## config.mk

```make
export PLATFORM = sky130hd
export DESIGN_NAME = pmc_serial_sqrt
export DESIGN_NICKNAME = d
export VERILOG_FILES = /design/src/rtl/polyline_mean_curvature_assert.svh /design/src/rtl/pmc_pkg.sv /design/src/rtl/pmc_serial_sqrt.sv
export SDC_FILE = /design/constraint.sdc
export NUM_CORES = 1
export LEC_CHECK = 0
export BUFFER_PORTS_ARGS = -buffer_cell sky130_fd_sc_hd__buf_2
export CORE_ASPECT_RATIO = 0.7
export CORE_MARGIN = 5
export CORE_UTILIZATION = 62
export DETAILED_ROUTE_END_ITERATION = 6
export MAX_ROUTING_LAYER = met4
export PLACE_DENSITY = 0.91
export SYNTH_ARGS = -nofsm -noshare
export SYNTH_HDL_FRONTEND = slang
export SYNTH_SLANG_ARGS = --single-unit
```

## constraint.sdc

```tcl
create_clock -name clk -period 16.6 [get_ports clk]
set_input_delay 2.49 -clock clk [delete_from_list [all_inputs] [get_ports clk]]
set_output_delay 2.49 -clock clk [all_outputs]
set_load 0.01 [all_outputs]
```

## src/rtl/polyline_mean_curvature_assert.svh

```systemverilog
// Assertion macros used by the RTL of the curvature block.
`ifndef POLYLINE_MEAN_CURVATURE_ASSERT_SVH
`define POLYLINE_MEAN_CURVATURE_ASSERT_SVH

// Same-cycle implication, disabled in reset.
`define PMC_ASSERT_NOW(lbl, ante, cons, msg) \
  lbl: assert property (@(posedge clk) disable iff (rst) (ante) |-> (cons)) \
    else $error(msg);

// Next-cycle implication, disabled in reset.
`define PMC_ASSERT_NEXT(lbl, ante, cons, msg) \
  lbl: assert property (@(posedge clk) disable iff (rst) (ante) |=> (cons)) \
    else $error(msg);

`endif

```

## src/rtl/pmc_pkg.sv

```systemverilog
// ----------------------------------------------------------------------------
// pmc_pkg
// Shared types and constants of the polyline curvature block.
// ----------------------------------------------------------------------------
package pmc_pkg;

  localparam int COORD_W   = 32;  // Q16.16 coordinate
  localparam int MAG_W     = 32;  // tangent component magnitude after scaling
  localparam int SEG_LEN_W = 16;  // segment_length register
  localparam int CFG_IDX_W = 2;

  typedef logic [CFG_IDX_W-1:0] cfg_idx_t;

  localparam cfg_idx_t CFG_SEG_LEN   = 2'd0;
  localparam cfg_idx_t CFG_MIN_START = 2'd1;
  localparam cfg_idx_t CFG_MAX_START = 2'd2;

  // handshake of an iterative unit
  typedef struct packed {
    logic busy;
    logic done;
  } unit_stat_t;

endpackage

```

## src/rtl/pmc_serial_sqrt.sv

```systemverilog
// ----------------------------------------------------------------------------
// pmc_serial_sqrt
// Digit-by-digit integer square root, one base-4 digit per cycle.
// ----------------------------------------------------------------------------
module pmc_serial_sqrt import pmc_pkg::*; #(
  parameter int RAD_W = 64
) (
  input  logic                 clk,
  input  logic                 rst,
  input  logic                 start,
  input  logic [RAD_W-1:0]     rad,
  output unit_stat_t           stat,
  output logic [RAD_W/2-1:0]   root,
  output logic [RAD_W/2:0]     rem
);

  localparam int STEPS = RAD_W / 2;
  localparam int CNT_W = $clog2(STEPS + 1);

  logic [RAD_W-1:0] v;
  logic [RAD_W-1:0] r;
  logic [RAD_W-1:0] bitm;
  logic [RAD_W-1:0] trial;
  logic [CNT_W-1:0] cnt;
  logic             busy;
  logic             done;

  assign trial = r + bitm;

  always_ff @(posedge clk) begin
    if (rst) begin
      busy <= 1'b0;
      done <= 1'b0;
    end else begin
      done <= 1'b0;
      if (start) begin
        v    <= rad;
        r    <= '0;
        bitm <= RAD_W'(1) << (RAD_W - 2);
        cnt  <= CNT_W'(STEPS);
        busy <= 1'b1;
      end else if (busy) begin
        if (v >= trial) begin
          v <= v - trial;
          r <= (r >> 1) + bitm;
        end else begin
          r <= r >> 1;
        end
        bitm <= bitm >> 2;
        cnt  <= cnt - CNT_W'(1);
        if (cnt == CNT_W'(1)) begin
          busy <= 1'b0;
          done <= 1'b1;
        end
      end
    end
  end

  // remainder is rad - root^2, never above 2*root
  assign root      = r[RAD_W/2-1:0];
  assign rem       = v[RAD_W/2:0];
  assign stat.busy = busy;
  assign stat.done = done;

endmodule

```

* Word level (Yosys, flattened, before mapping) *
Index checks and enable logic that the tools add are counted.

cells by class
  $add $sub $neg = 4
  $mul = 0
  div/mod/pow operators = 0
  order comparisons = 1
  equal/unequal tests = 1
  shift operators = 0
  multiplexer cells = 11
  bitwise operators = 2
  reductions and logical operators = 5

operator list
  cell                                                  number
  2-to-1 mux 64 bit                                     5
  adder 63 x 63 -> 64 bit                               1
  adder 64 x 63 -> 64 bit                               1
  greater-or-equal comparator 64 bit                    1
  subtractor 64 bit                                     1
  2-to-1 mux 63 bit                                     1
  equality test 6 x 1 -> 1 bit (second input constant)  1
  2-to-1 mux 6 bit                                      1
  subtractor 6 x 1 -> 6 bit (second input constant)     1
  2-to-1 mux 1 bit                                      4
  nonzero test 2 bit                                    2
  AND reduction 3 bit                                   1
  OR reduction 3 bit                                    1
  inverter 1 bit                                        2
  AND reduction 2 bit                                   1

storage, ports and cells
  bits in registers = 168
  latch bits = 0
  bits in writable memories = 0
  memory bits (read-only) = 0
  output and inout bits = 67
  word-level logic and storage cells = 30
  memories kept = 0

* Logic depth before layout (Yosys ltp) *
  word-level depth = 5
  depth in mapped cells = 25
  gate-level depth less buffers = 23

* Worst setup path after synthesis *
No wires, ideal clock.

  path kind = input to register
  from = input start
  to = register v[0] (enable)
  library setup time = 584 ps
  arrival time = 12287 ps
  data required time = 16016 ps
  setup slack = 3730 ps
  stages = 5
  buffers on the path = 2
  cell sequence = clkbuf_1 -> clkbuf_1 -> nor2_1 -> nor2_1 -> a21boi_0

on the way
  cells in the longest elaborated chain, start to end = 2
  elaborated cells on any way between the ends = 3
  those cells by class = reduce/logical: 3

RTL lines
  element                                   RTL line               text
  start, declared                           pmc_serial_sqrt.sv:10  input logic start,
  nonzero test 2 bit (no source line)       --
  AND reduction 3 bit (no source line) (*)  --
  end signal, assigned                      pmc_serial_sqrt.sv:37  v <= rad;
  end signal, assigned                      pmc_serial_sqrt.sv:44  v <= v - trial;
  end, declared                             pmc_serial_sqrt.sv:20  logic [RAD_W-1:0] v;

Mark *: on every way between the ends. The rest lies on a longest branch, timed or not.
A chain may end at the register's enable or synchronous reset.

* Worst setup path after layout *
  from = register r[10]
  to = register v[50] (enable)

on the way
  cells in the longest elaborated chain, start to end = 4

RTL lines
  element                               RTL line               text
  start, declared                       pmc_serial_sqrt.sv:21  logic [RAD_W-1:0] r;
  start signal, assigned                pmc_serial_sqrt.sv:45  r <= (r >> 1) + bitm;
  start signal, assigned                pmc_serial_sqrt.sv:47  r <= r >> 1;
  adder 64 x 63 -> 64 bit               pmc_serial_sqrt.sv:28  assign trial = r + bitm;
  greater-or-equal comparator 64 bit    pmc_serial_sqrt.sv:43  if (v >= trial) begin
  nonzero test 2 bit (no source line)   --
  AND reduction 3 bit (no source line)  --

Every way passes these cells.

==> reports/metrics.cfg <==
[critical_path]
required_ps = 16680
cp_max_fo = 43
crit_type = reg2reg
worstSetupStartpointType = register
cpPeakStageDelay_ps = 720
cp.arrival_ps = 6850
reg2reg_slack_ps = 9830
cp-end-kind = register
worst_path_max_delay_cell = a21boi_4
path_cells = ha_1 -> nand4_1 -> or2_2 -> o21ai_1 -> a21oi_1 -> o21bai_2 -> a21oi_1 -> nor2_1 -> nor2_1 -> o41ai_1 -> xnor2_1 -> ha_1 -> and3_1 -> nand2_1 -> o21bai_1 -> a21boi_0 -> o21ai_0 -> a31oi_2 -> buf_4 -> a21boi_4 -> buf_4

[grt]
gr-max-usage-layer = met1
grt_pass1_wl_um = 72500
grt-ovfl-total = 0
met2_usage = 0.433
grt_pass1_vias = 13400
met1_usage = 0.471
met3_usage = 0.102
track_usage = 0.323
grt_max_degree = 104
antenna_found_initial = 1

[floorplanning]
start_util = 0.635
die_y_um = 144
die_area_um2 = 28800
dieWidth_um = 201
core_area_um2 = 24900
rows = 48
ios = 134

[clocking]
cts_resized = 0
clock_sinks = 168
cts_tree = done
cts.clk_slew.worst_paths_ps = 70
cts_max_level = 4
cts.hold.buffers_added = 0
cts_root_buf = clkbuf_16
clk_path_buf_depth = 2
postCtsSetupBuffers = 0
clk_latency_ps = 460
cts_buffers = 17

[power]
swShare = 0.433
seq_power_share = 0.308
comb_power_share = 0.493
p_int_uw = 1120
p_leak_uw = 0.00646
irDropWorstVdd_v = 0.0000704
cellPowerDensity_nw_per_um2 = 119
switching_power_uw = 858
clkPwrFrac = 0.199

[cells_and_area]
layout_commonest_cell = nand2_1
layout.cells.non_filler = 2197
fin_nets = 2058
final_cell_mix = nand2_1 (199), edfxtp_1 (166), nor2_1 (160)
multi_input_area_um2 = 9820
fill_cells = 1992
syn2layout_area_growth_pct = 5.68
drive_gt1_frac = 0.119
seq_area_um2 = 5020

[synth]
synth_area_um2 = 15800
syn_nets = 2038
synth_cell_types = 78
yosys_most_used_dff = edfxtp_1
synthCells = 1838
synthArstFlopShare = 0
synth_edf_count = 166
synth_seq_area_share = 0.318
yosysWarnings = 0
syn_area_per_cell_um2 = 8.59
ys_ff_latch = 168

[place]
portBuffers = 133
place.gp.congestion = 0.991
dp_cells = 2164
dp_hpwl_um = 35100

[drt]
drtPass1Iterations = 6
first_iter_violations = 2168
vias = 14600
drc = 0
antenna_left = 0
wl_per_cell_um = 21.0
vias_per_cell = 6.65
wl_um = 46100

[sta]
fin_skew_ps = 18.0
period_share = 0.408
tightest_slew_ps = 921
rsz0062_at_grt = false
tns_ps = 0
layout_min_cycle_time_ps = 6770
setup_viol = 0
fmaxAchievable_mhz = 148
relSlewSlack = 0.386
hold_violations = 0
slew_violations = 0

[run]
maxCapViolCount = 0

[worst_hold_path]
hp-class = reg2reg

[outcome]
status = complete, no violations

## synthesized netlist by cell type, types with 46 or more instances
library cell    n  area [um^2]
a21o_1         49          368
a21oi_1       126          631
a31oi_1        68          425
buf_4          68          510
clkbuf_1       56          210
edfxtp_1      166         4980
ha_1          132         1650
nand2_1       199          747
nand4_1        46          288
nor2_1        161          604
nor2b_1        52          325
o21ai_0       142          711
xnor2_1        83          727
xor2_1         87          762
## worst max-delay path: cells and delay by family (launching register included)
| kind | cells | cell delay, ps |
|---|---|---|
| flip-flops | 1 | 520 |
| adder cells (fa/ha/maj) | 2 | 900 |
| XOR/XNOR | 1 | 200 |
| buffers and inverters | 2 | 850 |
| AND/OR/NAND/NOR | 6 | 1190 |
| AO/OA/AOI/OAI | 10 | 2660 |
## power by group through the flow
stage / clock [uW] / sequential [uW] / combinational [uW]
3_3_place_gp: 0 / 612 / 914
2_1_floorplan: 0 / 588 / 749
5_1_grt: 415 / 615 / 1060
4_1_cts: 396 / 606 / 947
6_report: 395 / 610 / 977
3_5_place_dp: 0 / 614 / 939
## metrics by stage
step           cell area (um^2)   util  power [uW]  setup WS (ps)  hold slack [ps]
2_1_floorplan             15800      -        1340           3730              466
3_3_place_gp              16100  0.649        1530          10210              477
3_5_place_dp              16100  0.649        1550          10040              487
4_1_cts                   16700  0.671        1950           9930              496
5_1_grt                   16700  0.671        2090           9410              525
6_report                  16700  0.671        1980           9830              494
## layout make-up
cell class	count	share of cell area
Multi-Input combinational cell	1489	0.588
Clock buffer	20	0.0262
Sequential cell	168	0.301
Inverter	41	0.00922
Timing Repair Buffer	141	0.0438
Antenna cell	1	0.000150
Clock inverter	12	0.00727
Tap cell	325	0.0244
## cells by family after synthesis
kind of cell,after synthesis,synth area share
buffers and inverters,181,0.0617
adders and majority gates,133,0.106
AOI/OAI and AO/OA,572,0.235
xor gates and xnor gates,170,0.0943
muxes,8,0.00547
DFF,168,0.318
and+or+nand+nor,606,0.180
## state kept, by name, summed over array words and instances, names as in the netlist
name  cells
cnt       6
done      1
bitm     32
v        64
busy      1
r        64
## metal layers
metal	wire length [um]	vias to the layer above	part of all wire
met5	0	-	0
met4	873	0	0.019
met3	6610	78	0.14
met2	18200	943	0.40
met1	20400	6799	0.44
li1	-	6796	-
## final timing paths
kind / endpoint / depth (start not counted) / startpoint
setup reg to reg: v[50]$_DFFE_PP_ / 21 / r[10]$_SDFFCE_PP0P_
setup / recovery: v[50]$_DFFE_PP_ / 21 / r[10]$_SDFFCE_PP0P_
hold reg to reg: done$_SDFF_PP0_ / 1 / busy$_SDFF_PP0_
hold / removal: done$_SDFF_PP0_ / 1 / busy$_SDFF_PP0_
Power figures use the tool's default switching activity.
