[src/rtl/polyline_mean_curvature_assert.svh]
// Assertion macros used by the RTL of the curvature block.
`ifndef POLYLINE_MEAN_CURVATURE_ASSERT_SVH
`define POLYLINE_MEAN_CURVATURE_ASSERT_SVH

// Same-cycle implication, disabled in reset.
`define PMC_ASSERT_NOW(lbl, ante, cons, msg) \
  lbl: assert property (@(posedge clk) disable iff (rst) (ante) |-> (cons)) \
    else $error(msg);

// Next-cycle implication, disabled in reset.
`define PMC_ASSERT_NEXT(lbl, ante, cons, msg) \
  lbl: assert property (@(posedge clk) disable iff (rst) (ante) |=> (cons)) \
    else $error(msg);

`endif

[src/rtl/pmc_pkg.sv]
// ----------------------------------------------------------------------------
// pmc_pkg
// Shared types and constants of the polyline curvature block.
// ----------------------------------------------------------------------------
package pmc_pkg;

  localparam int COORD_W   = 32;  // Q16.16 coordinate
  localparam int MAG_W     = 32;  // tangent component magnitude after scaling
  localparam int SEG_LEN_W = 16;  // segment_length register
  localparam int CFG_IDX_W = 2;

  typedef logic [CFG_IDX_W-1:0] cfg_idx_t;

  localparam cfg_idx_t CFG_SEG_LEN   = 2'd0;
  localparam cfg_idx_t CFG_MIN_START = 2'd1;
  localparam cfg_idx_t CFG_MAX_START = 2'd2;

  // handshake of an iterative unit
  typedef struct packed {
    logic busy;
    logic done;
  } unit_stat_t;

endpackage

[src/rtl/pmc_serial_div.sv]
// ----------------------------------------------------------------------------
// pmc_serial_div
// Restoring divider, one quotient bit per cycle. The numerator bits above
// the quotient field must already be below the divisor.
// ----------------------------------------------------------------------------
module pmc_serial_div import pmc_pkg::*; #(
  parameter int NUM_W = 48,
  parameter int DEN_W = 32,
  parameter int QUO_W = 17
) (
  input  logic             clk,
  input  logic             rst,
  input  logic             start,
  input  logic [NUM_W-1:0] num,
  input  logic [DEN_W-1:0] den,
  output unit_stat_t       stat,
  output logic [QUO_W-1:0] quo
);

  localparam int CNT_W = $clog2(QUO_W + 1);

  logic [DEN_W-1:0] rem;
  logic [QUO_W-1:0] nsh;
  logic [DEN_W-1:0] dreg;
  logic [DEN_W:0]   sh;
  logic             ge;
  logic [CNT_W-1:0] cnt;
  logic             busy;
  logic             done;

  assign sh = {rem, nsh[QUO_W-1]};
  assign ge = sh >= {1'b0, dreg};

  always_ff @(posedge clk) begin
    if (rst) begin
      busy <= 1'b0;
      done <= 1'b0;
    end else begin
      done <= 1'b0;
      if (start) begin
        rem  <= DEN_W'(num >> QUO_W);
        nsh  <= num[QUO_W-1:0];
        dreg <= den;
        quo  <= '0;
        cnt  <= CNT_W'(QUO_W);
        busy <= 1'b1;
      end else if (busy) begin
        rem  <= ge ? DEN_W'(sh - {1'b0, dreg}) : DEN_W'(sh);
        nsh  <= nsh << 1;
        quo  <= {quo[QUO_W-2:0], ge};
        cnt  <= cnt - CNT_W'(1);
        if (cnt == CNT_W'(1)) begin
          busy <= 1'b0;
          done <= 1'b1;
        end
      end
    end
  end

  assign stat.busy = busy;
  assign stat.done = done;

endmodule

[config.mk]
export PLATFORM = sky130hd
export DESIGN_NAME = pmc_serial_div
export DESIGN_NICKNAME = d
export VERILOG_FILES = /design/src/rtl/polyline_mean_curvature_assert.svh /design/src/rtl/pmc_pkg.sv /design/src/rtl/pmc_serial_div.sv
export SDC_FILE = /design/constraint.sdc
export NUM_CORES = 1
export LEC_CHECK = 0
export BUFFER_PORTS_ARGS = -buffer_cell sky130_fd_sc_hd__buf_4
export CAP_MARGIN = 40
export CELL_PAD_IN_SITES_DETAIL_PLACEMENT = 1
export CELL_PAD_IN_SITES_GLOBAL_PLACEMENT = 1
export CORE_UTILIZATION = 48
export DETAILED_ROUTE_END_ITERATION = 12
export PLACE_DENSITY_LB_ADDON = 0.1
export SLEW_MARGIN = 15
export SYNTH_ARGS = -nofsm -noshare
export SYNTH_HDL_FRONTEND = slang
export SYNTH_SLANG_ARGS = --single-unit
[constraint.sdc]
create_clock -name clk -period 13.5 [get_ports clk]
set_clock_uncertainty 0.05 [all_clocks]
set_input_delay 0.675 -clock clk [delete_from_list [all_inputs] [get_ports clk]]
set_output_delay 0.675 -clock clk [all_outputs]
set_load 0.02 [all_outputs]
# ---- Yosys cells after proc, flatten, opt, wreduce, memory -nomap -nowiden
# Cells that the tools add are included.
dict set report word_totals {
  ff_bits 105
  word_cells 29
  input_bits 83
}
dict set report classes {
  magnitude_cmp 1
  n_eq_ne 1
  reduce_logical 4
  n_addsub 2
  mux 11
  n_bitwise 2
}
# operator count
set op_table {}
lappend op_table {{32-bit 2-to-1 mux} 2}
lappend op_table {{17-bit 2-to-1 mux} 3}
lappend op_table {{33-bit by 32-bit greater-or-equal comparator with 1-bit output} 1}
lappend op_table {{32-bit subtractor} 1}
lappend op_table {{31-bit 2-to-1 mux} 1}
lappend op_table {{5-bit by 1-bit == test with 1-bit output, second input constant} 1}
lappend op_table {{5-bit 2-to-1 mux} 1}
lappend op_table {{5-bit by 1-bit subtractor with 5-bit output, second input constant} 1}
lappend op_table {{1-bit 2-to-1 mux} 4}
lappend op_table {{2-bit AND reduction} 2}
lappend op_table {{3-bit OR reduction} 1}
lappend op_table {{1-bit NOT} 2}
lappend op_table {{2-bit nonzero test} 1}

# ---- Longest topological paths before layout
dict set report depth {
  ltp_word 4
  mapped_depth 13
}

# ---- Least setup slack after synthesis
# Ideal clock, no wire load.
dict set report synth_timing {
  path_kind {input -> register}
  start {input port start}
  end {register cnt[0] (enable)}
  arrival_ns 4.568
  setup_slack_ns 8.382
  path_stages 5
  n_path_buf 3
  cell_sequence {clkbuf_1 -> clkbuf_1 -> buf_1 -> nor2_1 -> nor2_1}
}
dict set report synth_via {
  elab_chain_len 2
}
# element line_no
set synth_lines {}
lappend synth_lines {{start: declaration} pmc_serial_div.sv:13} ;# input logic start,
lappend synth_lines {{2-bit nonzero test (no line)} --}
lappend synth_lines {{2-bit AND reduction (no line)} --}
lappend synth_lines {{end signal: assignment} pmc_serial_div.sv:45} ;# cnt <= CNT_W'(QUO_W);
lappend synth_lines {{end signal: assignment} pmc_serial_div.sv:51} ;# cnt <= cnt - CNT_W'(1);
lappend synth_lines {{end: declaration} pmc_serial_div.sv:27} ;# logic [CNT_W-1:0] cnt;
# No other way between the ends.
# A chain may end at the register's enable or synchronous reset.

# ---- Worst setup path after layout
dict set report layout_timing {
  start {register rem[11]}
  end {register rem[30] (data pin)}
}
dict set report layout_via {
  elab_chain_len 4
}
# element line_no
set layout_lines {}
lappend layout_lines {{start: declaration} pmc_serial_div.sv:22} ;# logic [DEN_W-1:0] rem;
lappend layout_lines {{start signal: assignment} pmc_serial_div.sv:41} ;# rem <= DEN_W'(num >> QUO_W);
lappend layout_lines {{start signal: assignment} pmc_serial_div.sv:48} ;# rem <= ge ? DEN_W'(sh - {1'b0, dreg}) : DEN_W'(sh);
lappend layout_lines {{32-bit subtractor or 33-bit by 32-bit greater-or-equal comparator with 1-bit output (tied branches)} {pmc_serial_div.sv:48, pmc_serial_div.sv:32}}
lappend layout_lines {{32-bit 2-to-1 mux (*)} pmc_serial_div.sv:48}
lappend layout_lines {{32-bit 2-to-1 mux (*)} pmc_serial_div.sv:47} ;# end else if (busy) begin
lappend layout_lines {{31-bit 2-to-1 mux (*)} pmc_serial_div.sv:40} ;# if (start) begin
# Every way passes the cells marked *; elsewhere a longest branch is shown, timed or not. The select of a mux whose other input is x is not followed.

==> results_tabular.tex <==
\begin{tabular}{lr}
\hline
Metric & Value \\
\hline
\multicolumn{2}{l}{\textbf{Synth}} \\
Primary flip-flop cell chosen by synthesis mapping & sky130\_fd\_sc\_hd\_\_edfxtp\_1 \\
Portion of netlist area occupied by mux cells & 3.27\% \\
Adder and majority gate portion of the synthesized area & under 10\% \\
Number of synthesized flops with an enable pin & between 100 and 150 \\
Number of library cell types mapped by synthesis & 67 \\
Share of the synthesized netlist area taken by xor and xnor gates & $\sim$3.4\% \\
Flop and latch count out of synthesis & around 110 \\
Area of the mapped netlist & about 6400 um\^{}2 \\
Synthesized-area fraction occupied by ao, oa, aoi and oai cells & about 18\% \\
Share of the synthesized area in the top cell type & just under 50\% \\
Simple logic cell fraction of the synthesized area & roughly 15\% \\
Async set-reset flop share out of synthesis & 0\% \\
Combinational family with the most area after synthesis & compound AO/OA/AOI/OAI gates \\
Cell types with the largest area share after synthesis & sky130\_fd\_sc\_hd\_\_edfxtp\_1, sky130\_fd\_sc\_hd\_\_ha\_1, sky130\_fd\_sc\_hd\_\_o211ai\_1 \\
Sequential cell area fraction in the yosys report & around 49\% \\
Number of warnings issued by yosys & 0 \\
Average instance area after synthesis & $\sim$11 um\^{}2 \\
Most frequently used cell type in the post-synthesis netlist & sky130\_fd\_sc\_hd\_\_edfxtp\_1 \\
Cell accounting for the most synthesized area & sky130\_fd\_sc\_hd\_\_edfxtp\_1 \\
Commonest cells in the netlist & sky130\_fd\_sc\_hd\_\_edfxtp\_1, sky130\_fd\_sc\_hd\_\_inv\_1, sky130\_fd\_sc\_hd\_\_nand2\_1, sky130\_fd\_sc\_hd\_\_a21oi\_1, sky130\_fd\_sc\_hd\_\_nor2\_1 \\
Number of cells produced by synthesis & between 600 and 700 \\
Post-synthesis net count & $\sim$720 \\
\multicolumn{2}{l}{\textbf{Floorplan}} \\
Die footprint & $\sim$14000 um\^{}2 \\
Placeable core region & around 13000 um\^{}2 \\
Ports placed on the boundary & slightly above 100 \\
Chip width & roughly 120 um \\
Die H & between 100 and 150 um \\
Number of core rows & approximately 40 \\
Starting utilization of the core area & 50.1\% \\
\multicolumn{2}{l}{\textbf{STA}} \\
Transition at the pin with the smallest max-transition slack & between 0.8 and 0.9 ns \\
Setup repair after global routing missed its margin & false \\
Portion of the clock cycle consumed by the worst path in the final layout & 29.1\% \\
Count of final max-slew check failures & 0 \\
Final hold violation count & 0 \\
Final worst-path setup slack & around 9.6 ns \\
Number of endpoints failing setup at the final stage & 0 \\
Maximum frequency from static timing analysis & 254 MHz \\
Crit path time final & 3.93 ns \\
Worst-case headroom to the max-slew limit & around 45\% \\
Final-layout setup total negative slack & 0 ns \\
\multicolumn{2}{l}{\textbf{Power and ir drop}} \\
Total chip power & 0.997 mW \\
Internal Pwr Total & roughly 0.67 mW \\
Clock network power share & approximately 28\% \\
PwrDens & between 100 and 150 nW/um\^{}2 \\
Total leakage power & about 3.1 nW \\
Share of power burned in combinational logic & a little under a third \\
Sequential power share & 40.9\% \\
Worst vdd rail ir drop & 0.0000749 V \\
Sw Share & approximately a third \\
Net switching component of the power & 0.331 mW \\
\multicolumn{2}{l}{\textbf{Worst setup path}} \\
Series of cell instances along the critical path & ha\_1, nand4\_2, or4\_4, o31ai\_2, a41oi\_2, o31ai\_2, nand2\_2, or3\_1, o211ai\_1 \\
Cell repeated most along the worst path & sky130\_fd\_sc\_hd\_\_o31ai\_2 \\
Data required time at the worst endpoint & roughly 14 ns \\
Maximum single-stage delay on the critical path & slightly below 0.8 ns \\
Kind of cell with the highest combined delay on the critical path & simple AND/OR/NAND/NOR gates \\
Crit-path slowest cell & sky130\_fd\_sc\_hd\_\_or3\_1 \\
Worst setup path category & reg2reg \\
Critical path arrival & 4.08 ns \\
Sum of buffers and inverters on the critical path & 0 \\
Max Fanout on Critical Path & 32 \\
Kind of end point of the critical path & flop \\
Launching element type of the critical path & flop \\
\multicolumn{2}{l}{\textbf{Global routing}} \\
Via count of the first global-routing pass & around 5500 \\
GR Overflow Total & 0 \\
Wire length of the first global-routing pass & around 28000 um \\
Pin count of the biggest net entering global routing & 59 \\
Combined global-route utilization of all metal layers & about 26\% \\
Number of antenna violations at the first check in global routing & 0 \\
\multicolumn{2}{l}{\textbf{Cells and area}} \\
Area growth syn-to-layout & 19.0\% \\
Non-filler cells in the finished layout & around 870 \\
Diode count & 0 \\
Filler Cell Count & between 1000 and 1500 \\
Net count reported at finish & approximately 810 \\
Reg area & approximately 3100 um\^{}2 \\
Multi-input combinational cell area & roughly 3000 um\^{}2 \\
Share of final-layout standard cells stronger than drive strength 1 & a little over a fifth \\
Post-layout util & $\sim$60\% \\
\multicolumn{2}{l}{\textbf{Detailed routing}} \\
Routed length per placed instance & roughly 20 um \\
Via count & 5128 \\
Length of the first detailed-routing pass in iterations & 5 \\
Total DRC errors in the routed layout & 0 \\
Number of DRC markers in iteration 0 & between 200 and 300 \\
ANT nets after route & 0 \\
Total wire length after detailed routing & around 18000 um \\
Number of vias per cell after detailed routing & between 5 and 6 \\
\multicolumn{2}{l}{\textbf{CTS}} \\
Max Root-Sink Buffers & 2 \\
H-tree depth & 3 \\
Post-cts repair resize count & 0 \\
TritonCTS buffer count & 9 \\
Number of hold buffers added after cts & 0 \\
Clock root cell & sky130\_fd\_sc\_hd\_\_clkbuf\_16 \\
Worst-skew pair later-pin latency & between 0.3 and 0.4 ns \\
Number of clock sinks & 105 \\
TritonCTS clock tree & built \\
\# Post-CTS Setup Buffers & 0 \\
Clk pin slew, worst setup/hold paths & roughly 0.080 ns \\
\multicolumn{2}{l}{\textbf{Place}} \\
Cell Count Post-Placement & around 850 \\
Half-perimeter wire length after placement & $\sim$12000 um \\
PortBufs & 101 \\
GP Congestion & roughly 0.9 \\
Placement-stage worst setup slack & 9.62 ns \\
\multicolumn{2}{l}{\textbf{Job}} \\
Max\_cap viols & 0 \\
\multicolumn{2}{l}{\textbf{Min path}} \\
Path category of the worst min-delay check & in2reg \\
\multicolumn{2}{l}{\textbf{Run status}} \\
Status & complete, no violations \\
\hline
\end{tabular}
[metrics by stage]
stage	area, um^2	hold slack, ns
5_1_grt	7640	0.426
6_report	7640	0.427
3_5_place_dp	7310	0.453
3_3_place_gp	7280	0.435
4_1_cts	7620	0.425
2_1_floorplan	6420	0.425
[placed cells by master, fill, tap and decap left out, types with 14 or more instances in the layout]
cell type and instances:
sky130_fd_sc_hd__buf_4 104, sky130_fd_sc_hd__edfxtp_1 103, sky130_fd_sc_hd__inv_1 50, sky130_fd_sc_hd__nand2_1 41, sky130_fd_sc_hd__a21oi_1 34, sky130_fd_sc_hd__ha_1 34, sky130_fd_sc_hd__nor2_1 33, sky130_fd_sc_hd__nor2b_1 30
sky130_fd_sc_hd__o211ai_1 30, sky130_fd_sc_hd__o21ai_0 16, sky130_fd_sc_hd__mux2_2 16, sky130_fd_sc_hd__nand3_1 15, sky130_fd_sc_hd__xnor2_1 14
[path summary, 6_finish.rpt]
path,endpoint,slack [ns],cells after the start,start
setup / recovery,rem[30],9.57,9,rem[11]
hold / removal,dreg[15],0.43,1,den[15]
setup reg to reg,rem[30],9.57,9,rem[11]
hold reg to reg,done,0.46,1,busy
[area by class of cell]
| cell class | count | area share (%) |
|---|---|---|
| Sequential cell | 105 | 41.0 |
| Multi-Input combinational cell | 415 | 38.8 |
| Timing Repair Buffer | 106 | 10.8 |
| Clock buffer | 10 | 3.00 |
| Tap cell | 172 | 2.82 |
| Inverter | 51 | 2.50 |
| Clock inverter | 6 | 1.10 |
[per-layer routing]
layer	vias to the layer above	track usage, %	wire (um)
met3	30	3.68	654
met5	-	0	0
li1	2427	-	-
met4	0	10.9	414
met2	137	43.6	8610
met1	2534	33.6	7870
[cells by family after synthesis]
group                      Yosys count
AOI/OAI and AO/OA                  157
xor gates and xnor gates            25
adders and majority gates           35
buffers and inverters               85
DFF                                105
muxes                               19
and+or+nand+nor                    179
[worst reg2reg max path: stages (launching register included)]
cell                       delay [ns]
sky130_fd_sc_hd__edfxtp_1        0.40
sky130_fd_sc_hd__ha_1            0.51
sky130_fd_sc_hd__nand4_2         0.18
sky130_fd_sc_hd__or4_4           0.56
sky130_fd_sc_hd__o31ai_2         0.26
sky130_fd_sc_hd__a41oi_2         0.10
sky130_fd_sc_hd__o31ai_2         0.13
sky130_fd_sc_hd__nand2_2         0.50
sky130_fd_sc_hd__or3_1           0.79
sky130_fd_sc_hd__o211ai_1        0.30
[power groups by stage]
stage / clock, mW / combinational [mW] / sequential, mW
after floorplan: 0 / 0.207 / 0.415
after global placement: 0 / 0.286 / 0.413
after detailed placement: 0 / 0.298 / 0.414
after CTS: 0.288 / 0.303 / 0.407
after global routing: 0.296 / 0.333 / 0.410
final: 0.283 / 0.306 / 0.407
[registers in the layout (all words and copies together), names as in the netlist]
| signal | count |
|---|---|
| busy | 1 |
| cnt | 5 |
| done | 1 |
| dreg | 32 |
| nsh | 17 |
| quo | 17 |
| rem | 32 |
Note: power is estimated with default switching activity, not from simulation.
